$ cat src/hdl/lfrd_pkg.sv
`timescale 1ns / 1ps
`default_nettype none
package lfrd_pkg;

  localparam int BufferDepthDef = 64;
  localparam int MaxFrameDef    = 32;

  localparam logic [7:0] LinkZero = 8'h00;
  localparam logic [7:0] LinkMark = 8'hF0;
  localparam logic [7:0] MinLen   = 8'd6;

  typedef enum logic [2:0] {
    EV_BYTE    = 3'd0,
    EV_ACK     = 3'd1,
    EV_PARITY  = 3'd2,
    EV_LENGTH  = 3'd3,
    EV_LINK    = 3'd4,
    EV_TIMEOUT = 3'd5
  } event_t;

  typedef enum logic [1:0] {
    CFG_REMOTE  = 2'd0,
    CFG_LOCAL   = 2'd1,
    CFG_TIMEOUT = 2'd2
  } cfg_idx_t;

  // Scan sequencer states
  typedef enum logic [3:0] {
    S_IDLE,
    S_TOP,
    S_RD,
    S_EVAL,
    S_CHK,
    S_CHK_END,
    S_EMIT,
    S_EMIT_WAIT,
    S_EVENT
  } state_t;

endpackage
`default_nettype wire

$ cat src/hdl/link_frame_receiver_deframer_top.sv
`timescale 1ns / 1ps
`default_nettype none
// Channel  | Direction | Handshake       | Payload
// input    | in        | valid / stall   | kind, rx_byte
// output   | out       | out_valid/stall | event_res, data, last
// config   | in        | cfg_we          | cfg_index, cfg_data
//
// Each transaction appends a byte or ticks the idle timer. A sequencer then scans
// the store with one registered read at a time, each header byte read in S_RD
// and evaluated in S_EVAL. A frame check folds one byte per cycle, and each
// emitted byte passes S_EMIT and then S_EMIT_WAIT; output stalls hold both.
// Reset is synchronous; the store needs no clearing.
// Output stall holds the sequencer; stall is high while a scan runs.
module link_frame_receiver_deframer_top
  import lfrd_pkg::*;
#(
  parameter int BUFFER_DEPTH = BufferDepthDef,
  parameter int MAX_FRAME    = MaxFrameDef
) (
  input  wire logic       clk,
  input  wire logic       rst,
  input  wire logic       valid,
  output logic            stall,
  input  wire logic       kind,
  input  wire logic [7:0] rx_byte,
  output logic            out_valid,
  input  wire logic       out_stall,
  output logic [2:0]      event_res,
  output logic [7:0]      data,
  output logic            last,
  input  wire logic       cfg_we,
  input  wire logic [1:0] cfg_index,
  input  wire logic [7:0] cfg_data
);

  localparam int AW = $clog2(BUFFER_DEPTH);
  localparam int CW = $clog2(BUFFER_DEPTH + 1);
  localparam int EmitCap = (MAX_FRAME < 63) ? MAX_FRAME : 63;
  localparam logic [8:0] EmitMax = 9'(EmitCap);
  localparam logic [8:0] DepthLim = 9'(BUFFER_DEPTH);

  logic [7:0] remote_address, local_address, timeout_ticks;
  logic [7:0] mem [BUFFER_DEPTH];
  logic [AW-1:0] head, head_next;
  logic [CW-1:0] count, count_next;
  logic [7:0] idle_timer, idle_timer_next;

  state_t state, state_next;
  logic [7:0] rd_data;
  logic [AW-1:0] rd_addr;
  logic [7:0] b0, b2, b0_next, b2_next;
  logic [7:0] len, len_next, chk, chk_next, ck5, ck5_next;
  logic [2:0] ph, ph_next;
  logic [8:0] idx, idx_next;
  logic [2:0] ev, ev_next;
  logic       ov_next;
  logic [2:0] oe_next;
  logic [7:0] od_next;
  logic       ol_next;
  logic       acc;

  assign acc = valid && !stall;
  assign stall = (state != S_IDLE);

  // config registers
  always_ff @(posedge clk) begin
    if (rst) begin
      remote_address <= 8'd1;
      local_address  <= 8'd2;
      timeout_ticks  <= 8'd50;
    end else if (cfg_we) begin
      case (cfg_index)
        CFG_REMOTE:  remote_address <= cfg_data;
        CFG_LOCAL:   local_address  <= cfg_data;
        CFG_TIMEOUT: timeout_ticks  <= cfg_data;
        default: ;
      endcase
    end
  end

  // byte store, registered read
  always_ff @(posedge clk) begin
    if (acc && !kind && count < CW'(BUFFER_DEPTH))
      mem[AW'(head + AW'(count))] <= rx_byte;
    rd_data <= mem[rd_addr];
  end

  always_ff @(posedge clk) begin
    if (rst) begin
      state <= S_IDLE; head <= '0; count <= '0; idle_timer <= '0;
      out_valid <= 1'b0;
    end else begin
      state <= state_next; head <= head_next; count <= count_next;
      idle_timer <= idle_timer_next; out_valid <= ov_next;
    end
  end

  always_ff @(posedge clk) begin
    b0 <= b0_next; b2 <= b2_next;
    len <= len_next; chk <= chk_next; ck5 <= ck5_next;
    ph <= ph_next; idx <= idx_next; ev <= ev_next;
    event_res <= oe_next; data <= od_next; last <= ol_next;
  end

  // sequencer
  always_comb begin
    state_next = state; head_next = head; count_next = count;
    idle_timer_next = idle_timer;
    b0_next = b0; b2_next = b2;
    len_next = len; chk_next = chk; ck5_next = ck5;
    ph_next = ph; idx_next = idx; ev_next = ev;
    ov_next = out_valid && out_stall;
    oe_next = event_res; od_next = data; ol_next = last;
    rd_addr = AW'(head + AW'(idx));
    case (state)
      S_IDLE: begin
        if (acc) begin
          state_next = S_TOP;
          if (!kind) begin
            if (count < CW'(BUFFER_DEPTH)) count_next = count + 1'b1;
          end else if (count != '0) begin
            if (idle_timer != 8'd0) begin
              idle_timer_next = idle_timer - 8'd1;
              if (idle_timer == 8'd1) begin
                head_next = '0; count_next = '0;
                ev_next = EV_TIMEOUT; state_next = S_EVENT;
              end
            end
          end else begin
            idle_timer_next = timeout_ticks;
          end
        end
      end
      S_TOP: begin
        if (count < CW'(4)) state_next = S_IDLE;
        else begin
          ph_next = 3'd0; idx_next = 9'd0; state_next = S_RD;
        end
      end
      // read header bytes 0..4, each read registered before it is evaluated
      S_RD: begin
        rd_addr = AW'(head + AW'(ph));
        state_next = S_EVAL;
      end
      S_EVAL: begin
        case (ph)
          3'd0: b0_next = rd_data;
          3'd2: b2_next = rd_data;
          3'd4: len_next = rd_data;
          default: ;
        endcase
        state_next = S_RD;
        ph_next = ph + 3'd1;
        if (ph == 3'd1) begin
          if (b0 == remote_address) begin
            if (rd_data != local_address) begin
              head_next = head + 1'b1; count_next = count - 1'b1;
              state_next = S_TOP;
            end else if (count < CW'(5)) state_next = S_IDLE;
            else ph_next = 3'd4;
          end else if (b0 != LinkZero || rd_data != LinkZero) begin
            head_next = head + 1'b1; count_next = count - 1'b1;
            state_next = S_TOP;
          end
        end else if (ph == 3'd3) begin
          if (b2 == LinkMark && rd_data == LinkMark) begin
            head_next = head + AW'(4); count_next = count - CW'(4);
            ev_next = EV_LINK; state_next = S_EVENT;
          end else begin
            head_next = head + 1'b1; count_next = count - 1'b1;
            state_next = S_TOP;
          end
        end else if (ph == 3'd4) begin
          if (rd_data < MinLen || {1'b0, rd_data} > DepthLim) begin
            head_next = head + AW'(2); count_next = count - CW'(2);
            ev_next = EV_LENGTH; state_next = S_EVENT;
          end else if (9'(count) < {1'b0, rd_data}) state_next = S_IDLE;
          else begin
            idle_timer_next = timeout_ticks;
            chk_next = 8'd0; idx_next = 9'd0; state_next = S_CHK;
          end
        end
      end
      // check walk: issue read of idx, fold previous read
      S_CHK: begin
        if (idx != 9'd0) begin
          if (idx - 9'd1 == 9'd5) ck5_next = rd_data;
          else chk_next = chk ^ rd_data;
        end
        idx_next = idx + 9'd1;
        if (idx + 9'd1 == {1'b0, len}) state_next = S_CHK_END;
      end
      S_CHK_END: begin
        if (~((idx - 9'd1 == 9'd5) ? chk : (chk ^ rd_data)) ==
            ((idx - 9'd1 == 9'd5) ? rd_data : ck5)) begin
          idx_next = 9'd0; state_next = S_EMIT;
        end else begin
          head_next = head + AW'(2); count_next = count - CW'(2);
          ev_next = EV_PARITY; state_next = S_EVENT;
        end
      end
      // emit frame bytes; read issued here, data lands next cycle
      S_EMIT: begin
        if (!ov_next) state_next = S_EMIT_WAIT;
      end
      S_EMIT_WAIT: begin
        if (!ov_next) begin
          ov_next = 1'b1; oe_next = EV_BYTE; od_next = rd_data; ol_next = 1'b0;
          idx_next = idx + 9'd1;
          if (idx + 9'd1 >= {1'b0, len} || idx + 9'd1 >= EmitMax) begin
            head_next = head + AW'(len); count_next = count - CW'(len);
            ev_next = EV_ACK; state_next = S_EVENT;
          end else state_next = S_EMIT;
        end
      end
      S_EVENT: begin
        if (!ov_next) begin
          ov_next = 1'b1; oe_next = ev; od_next = 8'd0; ol_next = 1'b1;
          state_next = S_IDLE;
        end
      end
      default: state_next = S_IDLE;
    endcase
  end

  // assertions
  a_count: assert property (@(posedge clk) disable iff (rst)
    count <= CW'(BUFFER_DEPTH)) else $error("count overflow");
  a_idle_out: assert property (@(posedge clk) disable iff (rst)
    (out_valid && out_stall) |=> out_valid) else $error("output lost");
  a_out_hold: assert property (@(posedge clk) disable iff (rst)
    (out_valid && out_stall) |=> $stable({event_res, data, last}))
    else $error("stalled result changed");

endmodule
`default_nettype wire
$ cat config.mk
export PLATFORM = sky130hd
export DESIGN_NAME = link_frame_receiver_deframer_top
export DESIGN_NICKNAME = d
export VERILOG_FILES = /design/src/hdl/lfrd_pkg.sv /design/src/hdl/link_frame_receiver_deframer_top.sv
export SDC_FILE = /design/constraint.sdc
export NUM_CORES = 1
export LEC_CHECK = 0
export BUFFER_PORTS_ARGS = -buffer_cell sky130_fd_sc_hd__buf_4
export CAP_MARGIN = 10
export CORE_ASPECT_RATIO = 0.9
export CORE_MARGIN = 4
export CORE_UTILIZATION = 30
export CTS_CLUSTER_DIAMETER = 50
export DETAILED_ROUTE_END_ITERATION = 10
export PLACE_DENSITY = 0.44
export SYNTH_ARGS = -nofsm -noshare
export SYNTH_HDL_FRONTEND = slang
export SYNTH_SLANG_ARGS = --single-unit
$ cat constraint.sdc
create_clock -name clk -period 5.3 [get_ports clk]
set_input_delay 0.795 -clock clk [delete_from_list [all_inputs] [get_ports clk]]
set_output_delay 0.795 -clock clk [all_outputs]
set_load 0.02 [all_outputs]
==> results.md, run 1 <==
* Status: completed
* DRC errors left at 0
* Vias at between 15k and 20k
* VDD IR-drop max at around 0.34 mV
* Largest register FFs at between 500 and 600
* Setup Fix Bufs, Post-CTS at 0
* N_diodes at 0
* CTS buffer count at a little over 80
* # setup viols final at 0
* DRT Pass-1 Iters at 6
* Initial antenna violation count at 0
* IO Port Bufs at 37
* Hold path depth at 3
* R2R Setup Slk at a little over 0.7 ns
* First-pass GRT wire length at about 110000 um
* Clk buf depth at 3
* Syn Std Cell Area at about 28000 um^2
* Yosys Warn Count at 0
* Pins Over Slew Limit at 0
* Critical path, cell by cell: inv_1 > nor4_1 > buf_4 > nand2_1 > o21ai_0 > ha_4 > inv_1 > fa_4 > buf_12 > mux4_2 > mux4_2 > nor2b_1 > a211oi_1 > a21oi_1
* Clock-pin slew of the registers on the worst-case setup and hold paths at roughly 0.070 ns
* Ys async rst share at 0
* Avg Cell Area, Syn at between 15 and 20 um^2
* Post-DR vias/cell at 5.09
* Nets at 1880
* Die W at between 300 and 400 um
* Clock Latency Late Sink at 0.64 ns
* Distinct cells, synth at approximately 80
* I/O Pins at 38
* Multiplexer share of the synthesized area at 0.143
* Power per cell area at 525 nW/um^2
* Tightest Pin Transition at approximately 1.1 ns
* Root Driver: clkbuf_16
* Hold path start: cfg_data[1]
* Worst Skew at 0.0457 ns
* Final HPWL DP at between 40000 and 50000 um
* Worst Hold Margin at around 0.41 ns
* Period minus WS final at between 4 and 5 ns
* Max Cap Viol at 0
* Ys flop type: edfxtp_1
* Crit. Startpoint: state[1]
* Seq cells post-synth at 637
* Largest family of logic cells by synthesized area: multiplexers
* Final WL at 76400 um
* Ratio of cells with drive above 1 in the final layout at 0.216
* XOR/XNOR Fraction of Synth Area at 0.0220
* Most common cell after layout, fill and taps aside: edfxtp_1
* Synth-to-layout area growth at 16.6%
* Routability congestion estimate at 0.849
* Most frequent cells in the layout: edfxtp_1 (579), mux4_2 (160), nor2_1 (155)
* Die footprint at 97900 um^2
* Fillers at about 8.8k
* Largest Register: mem
* Number of flops mapped to enable cells by yosys at 579
* RSZ-0062 raised after global routing: no
* Worst setup margin at 0.721 ns
* H-tree lvl count at 3
* Tcrit/Tclk final at 0.864
* Peak Freq at 218 MHz
* Hold Path Class: in -> reg
* Worst slack at placement at approximately 0.72 ns
* Setup_tns at 0 ns
* CTS tree: built
* Total gr overflow at 0
* Crit start category: register
* Crit-path slowest cell: fa_4
* Hold path endpoint: timeout_ticks[1]
* Synth Area in Compound Gates at 0.0563
* Adder-cell share of the synthesized area at 0.0285
* Arrival time worst endpoint at just over 5 ns
* Register Area at approximately 19000 um^2
* Crit-path max cell delay at between 0.8 and 0.9 ns
* Site Rows at 105
* Multi-input gate area at between 8000 and 9000 um^2
* Routed len/inst at 24.7 um
* Worst reg2reg startpoint: state[1]
* Worst r2r dst: rd_data[2]
* CORE AREA at roughly 90000 um^2
* Post-Syn Instances at around 1.7k
* Global Route Usage Sum at 0.156
* Clock sinks at around 640
* Hold-fix buffers at CTS at 0
* Die height at slightly below 300 um
* Slew headroom at 0.249
* Largest net degree at the start of global routing at between 60 and 70
* Initial drt markers at between 1k and 1.5k
* Post-DRT Antenna Nets at 0
* Worst Setup End Kind: register
* Worst r2r path cells at 14
* Crit Path Max Fanout at 53
* Worst Path Required at roughly 5.8 ns
* Cts repair resizes at 0
* Vias in the first global route at around 16k
* P_leak at around 11 nW
* Seq/Total Area, Yosys at 0.665
* Critical path class: reg -> reg
* Final hold violations at 0
* Post-Synth Simple-Gate Area at 0.0645
* Largest regs: mem (512), idx (9)
* Initial Util at 0.304
* Synth Net Count at roughly 1.8k
==> cell usage after synthesis, types with 16 or more instances <==
| cell | instances | share of area |
|---|---|---|
| clkbuf_1 | 44 | 0.0059 |
| ha_1 | 57 | 0.026 |
| nor2_1 | 155 | 0.021 |
| a211oi_1 | 16 | 0.0043 |
| o21ai_0 | 42 | 0.0075 |
| nor2b_1 | 19 | 0.0043 |
| mux4_2 | 160 | 0.13 |
| mux2i_1 | 33 | 0.012 |
| xor2_1 | 27 | 0.0085 |
| edfxtp_1 | 579 | 0.62 |
| nand4_1 | 17 | 0.0038 |
| a21oi_1 | 60 | 0.011 |
| xnor2_1 | 43 | 0.014 |
| inv_1 | 46 | 0.0062 |
| nand2_1 | 76 | 0.010 |
| nand3_1 | 28 | 0.0050 |
| dfxtp_1 | 58 | 0.042 |
==> worst max-delay path: cells and delay by family, from the launching register on <==
family / cells / cell delay, ns
mux: 2 / 0.82
simple gates: 3 / 0.56
fa+ha+maj: 2 / 0.99
buf+inv: 4 / 0.79
compound gates: 3 / 0.68
flops: 1 / 0.53
==> worst max path at each step <==
stage	to	slack, ns	cells past startpoint
CTS	rd_data[2]	0.67	14
detailed placement	rd_data[2]	0.72	14
finish	rd_data[2]	0.72	14
global placement	rd_data[2]	0.79	14
floorplan	rd_data[5]	1.17	13
global route	rd_data[2]	0.41	14
==> area by class of cell <==
type / instances / area share
Sequential cell: 637 / 0.571
Multi-Input combinational cell: 938 / 0.271
Clock buffer: 94 / 0.0655
Tap cell: 1230 / 0.0473
Timing Repair Buffer: 89 / 0.0231
Clock inverter: 57 / 0.0171
Inverter: 47 / 0.00543
==> power by group <==
part           switching [mW]  leakage, nW  internal, mW
sequential              0.313         5.68          5.73
combinational            3.06         3.76          2.53
clock                    2.26         1.28          3.18
total                    5.63         10.7          11.4
==> per-layer routing <==
| metal | GRT usage | vias up | wire length, um |
|---|---|---|---|
| met5 | 0 | - | 0 |
| met4 | 0.0423 | 0 | 1760 |
| met3 | 0.0275 | 119 | 3830 |
| met2 | 0.248 | 484 | 36000 |
| met1 | 0.221 | 8173 | 34800 |
| li1 | - | 6968 | - |
==> kinds of logic (layout without fill, tap and decap cells) <==
family	after synthesis	after routing
AOI/OAI and AO/OA	232	232
xor gates and xnor gates	70	70
adders and majority gates	61	61
buffers and inverters	125	287
DFF	637	637
muxes	197	197
and+or+nand+nor	378	378
==> per-stage QoR <==
stage | cells | instance area [um^2] | total power [mW] | util
detailed placement | 2941 | 29800 | 11.8 | 0.325
global route | 3092 | 32500 | 17.9 | 0.354
finish | 3092 | 32500 | 17.1 | 0.354
floorplan | 1700 | 27900 | 9.78 | -
CTS | 3092 | 32500 | 17.3 | 0.354
global placement | 2940 | 29800 | 11.8 | 0.325
(Power assumes the default switching activity.)
==> run 2: changes to the inputs <==
Settings changed: CORE_MARGIN 4 to 2.
==> run 2 against run 1 <==
Sequential cell count is the same. Critical path depth grew 1. Count of clock-buffer cells in the layout shrank 4. Core utilization shrank 0.12 points. Register-to-register slack lost 0.44 ns. Clock power shrank 3%. Sequential power is essentially flat. Final cell count grew 1.0%. First-iteration DRC count grew 13%. Global-route usage grew 0.59 points. Hold slack lost 0.014 ns. Critical endpoint is now rd_data[7]. Highest routed layer unchanged.
==> results.md, run 2 (synthesized netlist as in run 1, its figures left out) <==
* I/O Pins at 38
* Worst reg2reg startpoint: state[1]
* Clk buf depth at 3
* Clock sinks at between 600 and 700
* RSZ-0062 raised after global routing: no
* Logic pwr share at 0.331
* Final HPWL DP at 50100 um
* # setup viols final at 0
* Worst Path Required at around 5.8 ns
* Die footprint at 95400 um^2
* N_diodes at 0
* First-pass GRT wire length at between 100000 and 150000 um
* Largest Register: mem
* Crit start category: register
* Period minus WS final at 5.02 ns
* Worst Skew at 0.0572 ns
* Final hold violations at 0
* Final WL at between 70000 and 80000 um
* Hold path start: cfg_data[4]
* DRC errors left at 0
* CTS buffer count at a little under 80
* H-tree lvl count at 3
* Ratio of cells with drive above 1 in the final layout at 0.224
* Overall power at approximately 17 mW
* Net Sw Frac at 0.332
* Switch Pwr at between 5 and 6 mW
* Nets at 1901
* R2R Setup Slk at around 0.28 ns
* Hold path depth at 3
* Post-DRT Antenna Nets at 0
* Seq pwr share at 0.356
* Initial Util at 0.302
* Clock Latency Late Sink at about 0.65 ns
* Vias at between 15k and 20k
* Initial drt markers at around 1.5k
* Most frequent cells in the layout: edfxtp_1 (579), mux4_2 (160), nor2_1 (155)
* Max Cap Viol at 0
* Hold Path Class: in -> reg
* Routed len/inst at between 20 and 25 um
* CORE AREA at slightly above 90000 um^2
* Largest net degree at the start of global routing at between 60 and 70
* Tightest Pin Transition at around 1.1 ns
* Vias in the first global route at approximately 16k
* Initial antenna violation count at 0
* Crit Path Max Fanout at 38
* IO Port Bufs at 37
* Worst Hold Margin at between 0.3 and 0.4 ns
* Largest register FFs at 512
* Worst Setup End Kind: register
* Power per cell area at roughly 520 nW/um^2
* Slew headroom at 0.231
* P_leak at roughly 11 nW
* Critical path class: reg -> reg
* Hold path endpoint: timeout_ticks[4]
* Setup Fix Bufs, Post-CTS at 0
* Root Driver: clkbuf_16
* Die W at 325 um
* Routability congestion estimate at 0.843
* Worst r2r dst: rd_data[7]
* Global Route Usage Sum at 0.162
* Int Power at around 11 mW
* Setup_tns at 0 ns
* Site Rows at between 100 and 150
* DRT Pass-1 Iters at 5
* Die height at about 290 um
* Core Util, Final at 0.353
* Clock-pin slew of the registers on the worst-case setup and hold paths at roughly 0.06 ns
* Arrival time worst endpoint at 5.51 ns
* Synth-to-layout area growth at 17.2%
* Post-DR vias/cell at between 5 and 6
* Pins Over Slew Limit at 0
* Peak Freq at between 150 and 200 MHz
* Most common cell after layout, fill and taps aside: edfxtp_1
* VDD IR-drop max at around 0.25 mV
* Total gr overflow at 0
* Status: completed
* Worst r2r path cells at 15
* Tcrit/Tclk final at 0.946
* Largest regs: mem (512), idx (9)
* Clock power frac at 0.312
* CTS tree: built
==> run 2: cell count changes in the layout (fill, tap and decap cells not counted), sizes merged <==
cell      delta
buf         +24
clkinv       +4
clkinvlp     -4
clkbuf       -3
inv          -1
==> run 2: area by class of cell <==
type                       count  area, um^2
clock inverter                56         597
timing repair buffer         114         953
tap                         1242        1550
fill                        8794       59800
sequential                   637       18500
clock buffer                  90        2020
multi-input combinational    938        8810
inverter                      47         176
==> run 2: power groups by stage <==
stage | Sequential, mW | Combinational, mW | Clock [mW]
floorplan | 6.00 | 3.78 | 0
CTS | 6.06 | 5.71 | 5.43
finish | 6.06 | 5.62 | 5.31
global placement | 6.16 | 5.67 | 0
detailed placement | 6.17 | 5.68 | 0
global route | 6.08 | 6.08 | 5.63
==> run 2: how the worst max path moves through the flow <==
| stage | startpoint | end | slack (ns) | depth (start not counted) |
|---|---|---|---|---|
| floorplan | state[1] | rd_data[5] | 1.17 | 13 |
| CTS | state[1] | rd_data[7] | 0.11 | 15 |
| global placement | state[1] | rd_data[7] | 0.19 | 15 |
| finish | state[1] | rd_data[7] | 0.28 | 15 |
| detailed placement | state[1] | rd_data[7] | 0.15 | 15 |
| global route | state[1] | rd_data[7] | 0.02 | 15 |
==> run 2: worst max-delay path, cell delays in order (launching register included) <==
cell and delay (ns):
dfxtp_1 0.54, inv_1 0.21, nor4_2 0.35, buf_4 0.22, nand2_1 0.07, o21ai_0 0.14
ha_4 0.19, inv_1 0.05, fa_4 0.91, buf_12 0.23, buf_12 0.26, mux4_2 0.36
mux4_2 0.48, nor2b_1 0.16, a211oi_1 0.53, a21oi_1 0.09
==> run 2: timing repair <==
item	CTS	global route
gates resized for setup	0	1
hold buffers	0	0
setup endpoints to repair	0	1
==> run 2: stage by stage <==
stage	cells	setup WS, ns	cell area (um^2)
floorplan	1700	1.17	27900
global placement	2977	0.190	30000
detailed placement	2977	0.148	30000
CTS	3123	0.108	32600
global route	3124	0.0247	32700
finish	3124	0.284	32700
==> run 2: routing by layer <==
layer | vias to the layer above | global-route usage | part of all wire
met2 | 435 | 0.257 | 0.47
met1 | 8225 | 0.229 | 0.46
met5 | - | 0 | 0
li1 | 7006 | - | -
met3 | 101 | 0.0289 | 0.052
met4 | 0 | 0.0425 | 0.020
==> run 3: changes to the inputs <==
Settings changed: RECOVER_POWER from default to 50.
==> run 3 against run 2 <==
Wire length decreased by 0.14%. Register-to-register slack is essentially flat. Core utilization down 0.13 points. Final area shrank 0.37%. Highest routed layer unchanged. The flow now finishes with violations (max-capacitance violations, max-slew violations). Power down 0.23%. Die area stayed put. Combinational power fell by 0.7%. Non-clock buffer count unchanged.
==> results.md, run 3 (synthesized netlist as in run 1, its figures left out) <==
* Status: finished with violations
* Failing checks: max-capacitance violations, max-slew violations
* IO Port Bufs at 37
* Most common cell after layout, fill and taps aside: edfxtp_1
* Post-DR vias/cell at about 5.0
* Clk buf depth at 3
* Power per cell area at between 500 and 600 nW/um^2
* CTS buffer count at 78
* Largest Register: mem
* Global Route Usage Sum at 0.162
* VDD IR-drop max at around 0.25 mV
* Most frequent cells in the layout: edfxtp_1 (579), mux4_2 (160), nor2_1 (155)
* Final WL at 76500 um
* I/O Pins at 38
* P_leak at between 10 and 15 nW
* Final hold violations at 0
* Vias in the first global route at about 16k
* Arrival time worst endpoint at between 5 and 6 ns
* N_diodes at 0
* Clock-pin slew of the registers on the worst-case setup and hold paths at approximately 0.06 ns
* Max Cap Viol at 10
* R2R Setup Slk at between 0.2 and 0.3 ns
* Worst Skew at approximately 0.058 ns
* RSZ-0062 raised after global routing: no
* Clock sinks at roughly 640
* Bufs and invs on worst path at 5
* Synth-to-layout area growth at 16.7%
* Peak Freq at between 150 and 200 MHz
* Total gr overflow at 0
* Crit-path max cell delay at slightly above 0.9 ns
* DRT Pass-1 Iters at 5
* Hold Path Class: in -> reg
* Vias at between 15k and 20k
* CP top delay family: adder cells
* Crit path to: rd_data[7]
* Critical path, cell by cell: inv_1 > nor4_2 > buf_4 > nand2_1 > o21ai_0 > ha_4 > inv_1 > fa_4 > buf_12 > buf_12 > mux4_2 > mux4_2 > nor2b_1 > a211oi_1 > a21oi_1
* Levels on crit path at 15
* Die height at slightly below 300 um
* Largest regs: mem (512), idx (9)
* DRC errors left at 0
* Initial drt markers at roughly 1.5k
* Final HPWL DP at between 50000 and 60000 um
* CTS tree: built
* Crit Path Max Fanout at 38
* Worst Hold Margin at slightly below 0.4 ns
* Slew headroom at -0.994
* Crit. Startpoint: state[1]
* Post-DRT Antenna Nets at 0
* Largest net degree at the start of global routing at 65
* Die W at 325 um
* Fillers at between 8k and 9k
* Crit-path slowest cell: fa_4
* Tcrit/Tclk final at 0.947
* Clock Latency Late Sink at approximately 0.65 ns
* Routed len/inst at 24.5 um
* Critical path class: reg -> reg
* Site Rows at roughly 110
* First-pass GRT wire length at 113000 um
* Crit start category: register
* Worst Path Required at 5.79 ns
* Root Driver: clkbuf_16
* Pins Over Slew Limit at ~580
* CORE AREA at 92400 um^2
* Initial Util at 0.302
* Nets at 1901
* Routability congestion estimate at approximately 0.84
* Worst r2r path cells at 15
* # setup viols final at 0
* Ratio of cells with drive above 1 in the final layout at 0.208
* H-tree lvl count at 3
* Worst Setup End Kind: register
* Setup_tns at 0 ns
* Hold-fix buffers at CTS at 0
* Die footprint at between 90000 and 100000 um^2
* Initial antenna violation count at 0
* Worst reg2reg startpoint: state[1]
* Largest register FFs at roughly 510
* Tightest Pin Transition at approximately 3 ns
* Worst r2r dst: rd_data[7]
* Period minus WS final at ~5 ns
## run 3: cell types whose count changed in the layout (fill, tap and decap cells not counted)
cell / delta
buf_4: -28
clkbuf_1: +28
nor4_1: +1
nor4_4: -1
or2_0: +1
or2_2: -1
## run 3: worst register-to-register path, stage by stage (launching register included)
cell	delay, ns
dfxtp_1	0.54
inv_1	0.18
nor4_2	0.36
buf_4	0.23
nand2_1	0.07
o21ai_0	0.14
ha_4	0.19
inv_1	0.05
fa_4	0.91
buf_12	0.23
buf_12	0.26
mux4_2	0.42
mux4_2	0.48
nor2b_1	0.16
a211oi_1	0.54
a21oi_1	0.10
## run 3: what timing repair did
action	in CTS	in global routing
resized for setup	0	1
setup buffers	0	0
endpoints found under the setup margin	0	1
## run 3: worst min-delay path by stage
stage                           from               end  slack (ns)  cells after the start
floorplan              idle_timer[1]     idle_timer[1]        0.44                      2
global placement       idle_timer[1]     idle_timer[1]        0.47                      2
detailed placement  timeout_ticks[5]  timeout_ticks[5]        0.47                      2
CTS                      cfg_data[1]  local_address[1]        0.36                      3
global route             cfg_data[4]  timeout_ticks[4]        0.38                      3
finish                   cfg_data[4]  timeout_ticks[4]        0.39                      3
## run 3: cell type report
type	instances	area, um^2	area share
multi-input cells	938	8790	0.270
repair buffers	114	848	0.0261
clock inverters	56	597	0.0183
inverters	47	176	0.00542
flip-flops and latches	637	18500	0.570
clock buffers	90	2020	0.0620
well taps	1242	1550	0.0478
## run 3: through the flow
stage          power (mW)  instances  setup slack (ns)   util  cell area (um^2)
3_5_place_dp         11.9       2977             0.148  0.325             30000
3_3_place_gp         11.8       2977             0.190  0.325             30000
6_report             17.0       3124             0.281  0.352             32500
2_1_floorplan        9.78       1700              1.17      -             27900
5_1_grt              17.8       3124            0.0647  0.352             32500
4_1_cts              17.2       3123             0.108  0.353             32600
## run 3: routing by layer
layer  vias to the layer above  track usage  routed length, um
li1                       7025            -                  -
met1                      8172        0.229              35300
met2                       462        0.257              35700
met3                       108       0.0289               4000
met4                         0       0.0425               1590
met5                         -            0                  0
## run 3: power breakdown
part	leakage (nW)	internal (mW)	switching [mW]
registers	5.68	5.74	0.331
logic	3.80	2.53	3.04
clock network	1.26	3.05	2.26
